===== config.mk =====
export PLATFORM = sky130hd
export DESIGN_NAME = free_block_fit_search
export DESIGN_NICKNAME = d
export VERILOG_FILES = /design/src/rtl/fbfs_pkg.sv /design/src/rtl/free_block_fit_search.sv /design/src/rtl/fbfs_fit_unit.sv
export SDC_FILE = /design/constraint.sdc
export NUM_CORES = 1
export LEC_CHECK = 0
export BUFFER_PORTS_ARGS = -buffer_cell sky130_fd_sc_hd__buf_2
export CELL_PAD_IN_SITES_DETAIL_PLACEMENT = 0
export CELL_PAD_IN_SITES_GLOBAL_PLACEMENT = 1
export CORE_MARGIN = 4
export CORE_UTILIZATION = 55
export CTS_CLUSTER_SIZE = 24
export DETAILED_ROUTE_END_ITERATION = 8
export PLACE_DENSITY_LB_ADDON = 0.1
export RECOVER_POWER = 25
export SLEW_MARGIN = 10
export SYNTH_ARGS = -nofsm -noshare
export SYNTH_HDL_FRONTEND = slang
export SYNTH_SLANG_ARGS = --single-unit

===== constraint.sdc =====
create_clock -name aclk -period 8.12 [get_ports aclk]
set_clock_uncertainty 0.1 [all_clocks]
set_input_delay 0 -clock aclk [delete_from_list [all_inputs] [get_ports aclk]]
set_output_delay 0 -clock aclk [all_outputs]
set_load 0.02 [all_outputs]

===== src/rtl/fbfs_pkg.sv =====
`default_nettype none

package fbfs_pkg;

    localparam int SIZE_W = 32;
    localparam int ID_W   = 16;
    localparam int OP_W   = 2;

    typedef enum logic [OP_W-1:0] {
        OP_CLEAR  = 2'd0,
        OP_APPEND = 2'd1,
        OP_QUERY  = 2'd2
    } op_t;

    typedef enum logic [1:0] {
        ST_IDLE,
        ST_SCAN,
        ST_DONE
    } state_t;

    typedef struct packed {
        logic [OP_W-1:0]   opcode;
        logic [SIZE_W-1:0] entry_size;
        logic [ID_W-1:0]   entry_id;
        logic [SIZE_W-1:0] request_size;
    } in_word_t;

    typedef struct packed {
        logic            first_found;
        logic [ID_W-1:0] first_id;
        logic            best_found;
        logic [ID_W-1:0] best_id;
        logic            worst_found;
        logic [ID_W-1:0] worst_id;
    } out_word_t;

    // Running state of one search: the three picks so far and the sizes
    // that best and worst fit are held against.
    typedef struct packed {
        logic              first_found;
        logic [ID_W-1:0]   first_id;
        logic              best_found;
        logic [ID_W-1:0]   best_id;
        logic [SIZE_W-1:0] best_size;
        logic              worst_found;
        logic [ID_W-1:0]   worst_id;
        logic [SIZE_W-1:0] worst_size;
    } fit_t;

endpackage

`default_nettype wire


===== src/rtl/free_block_fit_search.sv =====
// Clear and append words give no result word, and the block stays ready for the next word.
// A query over N > 0 stored entries reads them, one entry a cycle, and then loads
// its result word; with an empty table it goes straight to loading the result word.
// The next word is taken in the cycle after the result word is loaded, which waits
// while an earlier result word is still held by the receiver.
// Synchronous active-low reset empties the table and drops any result word.
`default_nettype none

module free_block_fit_search import fbfs_pkg::*; #(
    parameter int MAX_BLOCKS = 16
) (
    input  logic      aclk,
    input  logic      aresetn,
    input  logic      s_valid,
    output logic      s_ready,
    input  in_word_t  s_data,
    output logic      m_valid,
    input  logic      m_ready,
    output out_word_t m_data
);

    localparam int CNT_W = $clog2(MAX_BLOCKS + 1);
    localparam int IDX_W = (MAX_BLOCKS > 1) ? $clog2(MAX_BLOCKS) : 1;
    localparam logic [CNT_W-1:0] CNT_MAX = CNT_W'(MAX_BLOCKS);

    logic [SIZE_W-1:0] size_mem [MAX_BLOCKS];
    logic [ID_W-1:0]   id_mem   [MAX_BLOCKS];

    state_t            state_reg, state_next;
    logic [CNT_W-1:0]  count_reg, count_next;
    logic [CNT_W-1:0]  rd_idx_reg, rd_idx_next;
    logic              pend_reg, pend_next;
    logic [SIZE_W-1:0] req_reg, req_next;
    fit_t              fit_reg, fit_next;
    logic              m_valid_reg, m_valid_next;
    out_word_t         m_data_reg, m_data_next;
    logic [SIZE_W-1:0] size_rd_reg;
    logic [ID_W-1:0]   id_rd_reg;

    logic in_acc;
    logic is_query;
    logic issue;
    logic load_out;
    logic wr_en;
    fit_t fit_upd;

    assign in_acc   = s_valid && s_ready;
    assign is_query = (s_data.opcode == OP_QUERY);

    fbfs_fit_unit u_fit (
        .cur          (fit_reg),
        .entry_size   (size_rd_reg),
        .entry_id     (id_rd_reg),
        .request_size (req_reg),
        .nxt          (fit_upd)
    );

    // Sequencer outputs.
    always_comb begin
        s_ready  = (state_reg == ST_IDLE);
        issue    = (state_reg == ST_SCAN) && (rd_idx_reg < count_reg);
        load_out = (state_reg == ST_DONE) && (!m_valid_reg || m_ready);
    end

    // Sequencer next state.
    always_comb begin
        state_next = state_reg;
        unique case (state_reg)
            ST_IDLE: begin
                if (in_acc && is_query) begin
                    state_next = (count_reg == '0) ? ST_DONE : ST_SCAN;
                end
            end
            ST_SCAN: begin
                if (!issue && !pend_reg) begin
                    state_next = ST_DONE;
                end
            end
            ST_DONE: begin
                if (load_out) begin
                    state_next = ST_IDLE;
                end
            end
            default: state_next = ST_IDLE;
        endcase
    end

    // Table bookkeeping and the search datapath.
    always_comb begin
        count_next  = count_reg;
        rd_idx_next = rd_idx_reg;
        req_next    = req_reg;
        fit_next    = fit_reg;
        wr_en       = 1'b0;
        pend_next   = issue;

        if (in_acc) begin
            unique case (s_data.opcode)
                OP_CLEAR: count_next = '0;
                OP_APPEND: begin
                    if (count_reg < CNT_MAX) begin
                        wr_en      = 1'b1;
                        count_next = count_reg + 1'b1;
                    end
                end
                OP_QUERY: begin
                    rd_idx_next = '0;
                    req_next    = s_data.request_size;
                    fit_next    = '0;
                end
                default: ;
            endcase
        end

        if (issue) begin
            rd_idx_next = rd_idx_reg + 1'b1;
        end
        if (pend_reg) begin
            fit_next = fit_upd;
        end
    end

    // Output register.
    always_comb begin
        m_data_next = m_data_reg;
        if (load_out) begin
            m_data_next.first_found = fit_reg.first_found;
            m_data_next.first_id    = fit_reg.first_id;
            m_data_next.best_found  = fit_reg.best_found;
            m_data_next.best_id     = fit_reg.best_id;
            m_data_next.worst_found = fit_reg.worst_found;
            m_data_next.worst_id    = fit_reg.worst_id;
        end

        if (load_out) begin
            m_valid_next = 1'b1;
        end else if (m_ready) begin
            m_valid_next = 1'b0;
        end else begin
            m_valid_next = m_valid_reg;
        end
    end

    assign m_valid = m_valid_reg;
    assign m_data  = m_data_reg;

    always_ff @(posedge aclk) begin
        if (!aresetn) begin
            state_reg   <= ST_IDLE;
            count_reg   <= '0;
            rd_idx_reg  <= '0;
            pend_reg    <= 1'b0;
            m_valid_reg <= 1'b0;
        end else begin
            state_reg   <= state_next;
            count_reg   <= count_next;
            rd_idx_reg  <= rd_idx_next;
            pend_reg    <= pend_next;
            m_valid_reg <= m_valid_next;
        end
    end

    always_ff @(posedge aclk) begin
        req_reg    <= req_next;
        fit_reg    <= fit_next;
        m_data_reg <= m_data_next;
    end

    // Entry memory: one write port for appends, one registered read port.
    always_ff @(posedge aclk) begin
        if (wr_en) begin
            size_mem[count_reg[IDX_W-1:0]] <= s_data.entry_size;
            id_mem[count_reg[IDX_W-1:0]]   <= s_data.entry_id;
        end
        if (issue) begin
            size_rd_reg <= size_mem[rd_idx_reg[IDX_W-1:0]];
            id_rd_reg   <= id_mem[rd_idx_reg[IDX_W-1:0]];
        end
    end

endmodule

`default_nettype wire


===== src/rtl/fbfs_fit_unit.sv =====
`default_nettype none

module fbfs_fit_unit import fbfs_pkg::*; (
    input  fit_t              cur,
    input  logic [SIZE_W-1:0] entry_size,
    input  logic [ID_W-1:0]   entry_id,
    input  logic [SIZE_W-1:0] request_size,
    output fit_t              nxt
);

    logic fits;
    logic smaller;
    logic larger;

    assign fits    = (entry_size >= request_size);
    assign smaller = (entry_size < cur.best_size);
    assign larger  = (entry_size > cur.worst_size);

    // Strict compares keep the earliest entry on ties.
    always_comb begin
        nxt = cur;
        if (fits) begin
            if (!cur.first_found) begin
                nxt.first_found = 1'b1;
                nxt.first_id    = entry_id;
            end
            if (!cur.best_found || smaller) begin
                nxt.best_found = 1'b1;
                nxt.best_id    = entry_id;
                nxt.best_size  = entry_size;
            end
            if (!cur.worst_found || larger) begin
                nxt.worst_found = 1'b1;
                nxt.worst_id    = entry_id;
                nxt.worst_size  = entry_size;
            end
        end
    end

endmodule

`default_nettype wire


==> flow_metrics.py <==
metrics = {
    "global_routing": {
        "grt_pass1_wl_um": 126200,
        "grt_pass1_vias": 19484,
        "grt_overflow_total": 0,
        "antenna_found_initial": 3,
        "grtUsageTotal": 0.2211,
        "grt_max_degree": 111,
    },
    "worst_setup_path": {
        "crit_path_end_kind": "register",
        "cp_common_cell": "a21o_1",
        "crit_required_ns": 8.55,
        "cpPeakStageDelay_ns": 1.00,
        "worst-setup-path-type": "reg2reg",
        "worstPathMaxFanout": 63,
        "r2r_cells": 8,
        "critPathBufInv": 2,
        "crit_path_start_kind": "register",
        "path_cells": "ha_1, a21o_1, a21o_1, a31oi_4, buf_4, nand3b_1, a21boi_0, dlygate4sd3_1",
        "r2r-end": "rd_idx_reg[1]$_SDFFE_PN0P_",
        "r2r-start": "rd_idx_reg[1]$_SDFFE_PN0P_",
        "worstPathArrival_ns": 4.52,
        "rrSetupSlack_ns": 4.03,
        "critPathTopFamily": "buffers and inverters",
        "slowest_stage": "dfxtp_4",
    },
    "floorplanning": {
        "dieWidth_um": 276.9,
        "fp.dieH_um": 276.9,
        "fp.coreArea_um2": 71610,
        "start_util": 0.5552,
        "fp.dieArea_um2": 76650,
        "io_pins": 139,
        "num_rows": 98,
    },
    "placed_design": {
        "post_dp_cell_area_um2": 41710,
        "hpwl_um": 44310,
        "gp_congestion": 0.7581,
        "numPortBuffers": 138,
    },
    "detailed_routing": {
        "via_per_inst": 5.851,
        "wirelength_um": 83190,
        "drcViolationCount": 0,
        "drtAntennaViolNets": 0,
        "wl_per_cell_um": 26.03,
        "dr.first_iter.drc_count": 1980,
        "firstDrtPassIters": 5,
        "detailroute.via_count": 18701,
    },
    "run_status": {
        "status": "complete, no violations",
    },
    "min_path": {
        "hold_path_class": "in2reg",
        "min_to": "m_valid$_SDFFE_PN0P_",
        "whs_path_depth": 3,
        "hold_start": "aresetn",
    },
    "layout": {
        "fillCellCount": 4812,
        "drive_gt1_frac": 0.2500,
        "finalNetCount": 2342,
        "final_area_um2": 46420,
        "largest_reg_flops": 512,
        "seq_area_um2": 30740,
        "utilization": 0.6483,
        "multi_input_area_um2": 8432,
        "synthToLayoutAreaGrowth_pct": 16.76,
    },
    "synthesis": {
        "yosys.cell_count.top_type": "edfxtp_1",
        "synth_area_leaders": "edfxtp_1 (77%), mux4_2 (14%), ha_1 (3.3%)",
        "synth.avg_cell_area_um2": 21.85,
        "synth_warnings": 0,
        "synth_area_um2": 39760,
        "synth_edf_count": 1014,
        "async_flop_share": 0,
        "yosys.area.top_type_share": 0.7659,
        "netlist_instances": 1820,
        "ys_types": 50,
        "synth.top_cells.by_count": "edfxtp_1 (1014), mux4_2 (240), inv_1 (106), ha_1 (104), and2_1 (49)",
        "syn_nets": 2010,
        "synth_seq_area_share": 0.7729,
        "synthFlopType": "edfxtp_1",
        "ys_ff_latch": 1028,
        "synth_area_leader_cell": "edfxtp_1",
    },
    "pwr": {
        "leakagePower_uw": 0.01517,
        "power_uw": 10970,
        "power_density_nw_per_um2": 236.4,
        "peakVddDrop_uv": 178.1,
    },
    "clocking": {
        "root_buffer": "clkbuf_16",
        "cts_resized": 0,
        "cts_sinks": 1028,
        "cts-buffers-inserted": 103,
        "cts.clk_slew.worst_paths_ns": 0.06,
        "postCtsSetupBuffers": 0,
        "clockBufferDepth": 3,
        "cts_max_level": 3,
        "tritoncts": "built",
        "cts_hold_buffers": 121,
        "clk_latency_ns": 0.67,
    },
    "timing": {
        "setup_viol": 0,
        "tns_ns": 0,
        "slew_viol_final": 0,
        "period_share": 0.5035,
        "min_period_ns": 4.089,
        "fmax_mhz": 244.6,
        "hold_viol_final": 0,
        "relSlewSlack": 0.2543,
        "grt_setup_unrepaired": "false",
        "worst_pin_slew_ns": 1.119,
    },
    "flow_run": {
        "maxCapViolCount": 0,
    },
}
## cell families after synthesis
| family | after synthesis | share of synthesized area |
|---|---|---|
| mux | 243 | 0.1367 |
| flops | 1028 | 0.7729 |
| fa+ha+maj | 104 | 0.03273 |
| buf+inv | 170 | 0.01866 |
| xor+xnor | 5 | 0.001102 |
| simple gates | 176 | 0.02304 |
| compound gates | 94 | 0.01482 |
## worst register-to-register path: cells and delay by family (launching register included)
family	cells	cell delay, ns
AO/OA/AOI/OAI	4	1.07
AND/OR/NAND/NOR	1	0.19
flip-flops	1	1.00
buffers and inverters	2	1.22
adder cells (fa/ha/maj)	1	0.40
## placed cells by master, fill, tap and decap left out, types with 16 or more instances in the layout
cell	count
a21oi_1	39
buf_4	31
edfxtp_1	1014
clkbuf_16	104
clkinv_1	19
nand4_1	16
ha_1	104
nor2_1	22
buf_2	100
nand2_1	35
inv_1	106
clkbuf_1	51
mux4_2	240
and2_1	49
dlygate4sd3_1	121
clkinv_2	26
## report_power, final
part	total, uW	switching, uW	internal [uW]
logic	233	141	92.6
registers	5870	11.9	5860
clock network	4870	1990	2880
## through the flow
stage / std cells / worst slack [ns] / hold WS, ns
detailed placement: 2876 / 4.244 / 0.07811
global route: 3192 / 3.821 / 0.1530
floorplan: 1820 / 0.8471 / -0.001131
global placement: 2876 / 4.280 / 0.07879
finish: 3196 / 4.031 / 0.1685
CTS: 3190 / 3.961 / 0.1205
## worst max path at each step
stage	startpoint	endpoint	slack [ns]	cells past startpoint
after floorplan	state_reg[0]$_SDFFE_PN0P_	fit_reg[49]$_SDFFCE_PN0P_	0.85	5
after global placement	size_rd_reg[0]$_DFFE_PP_	fit_reg[41]$_SDFFCE_PN0P_	4.28	9
after detailed placement	size_rd_reg[0]$_DFFE_PP_	fit_reg[38]$_SDFFCE_PN0P_	4.24	9
after CTS	rd_idx_reg[1]$_SDFFE_PN0P_	rd_idx_reg[1]$_SDFFE_PN0P_	3.96	8
after global routing	rd_idx_reg[1]$_SDFFE_PN0P_	rd_idx_reg[1]$_SDFFE_PN0P_	3.82	8
final	rd_idx_reg[1]$_SDFFE_PN0P_	rd_idx_reg[1]$_SDFFE_PN0P_	4.03	8
## cell type report
cell class                      count  area share
Clock inverter                     72     0.01795
Antenna cell                        6   0.0003234
Inverter                          106    0.008571
Sequential cell                  1028      0.6622
Clock buffer                      121     0.05830
Timing Repair Buffer              291     0.04539
Multi-Input combinational cell    622      0.1816
Tap cell                          950     0.02560
## routing by layer
metal / up-vias / wire (um) / GRT usage
met2: 649 / 40240 / 0.3552
li1: 8159 / - / -
met4: 2 / 1506 / 0.04559
met3: 104 / 5724 / 0.03760
met5: - / 7 / 0
met1: 9787 / 35720 / 0.3287
Power figures use the tool's default switching activity.
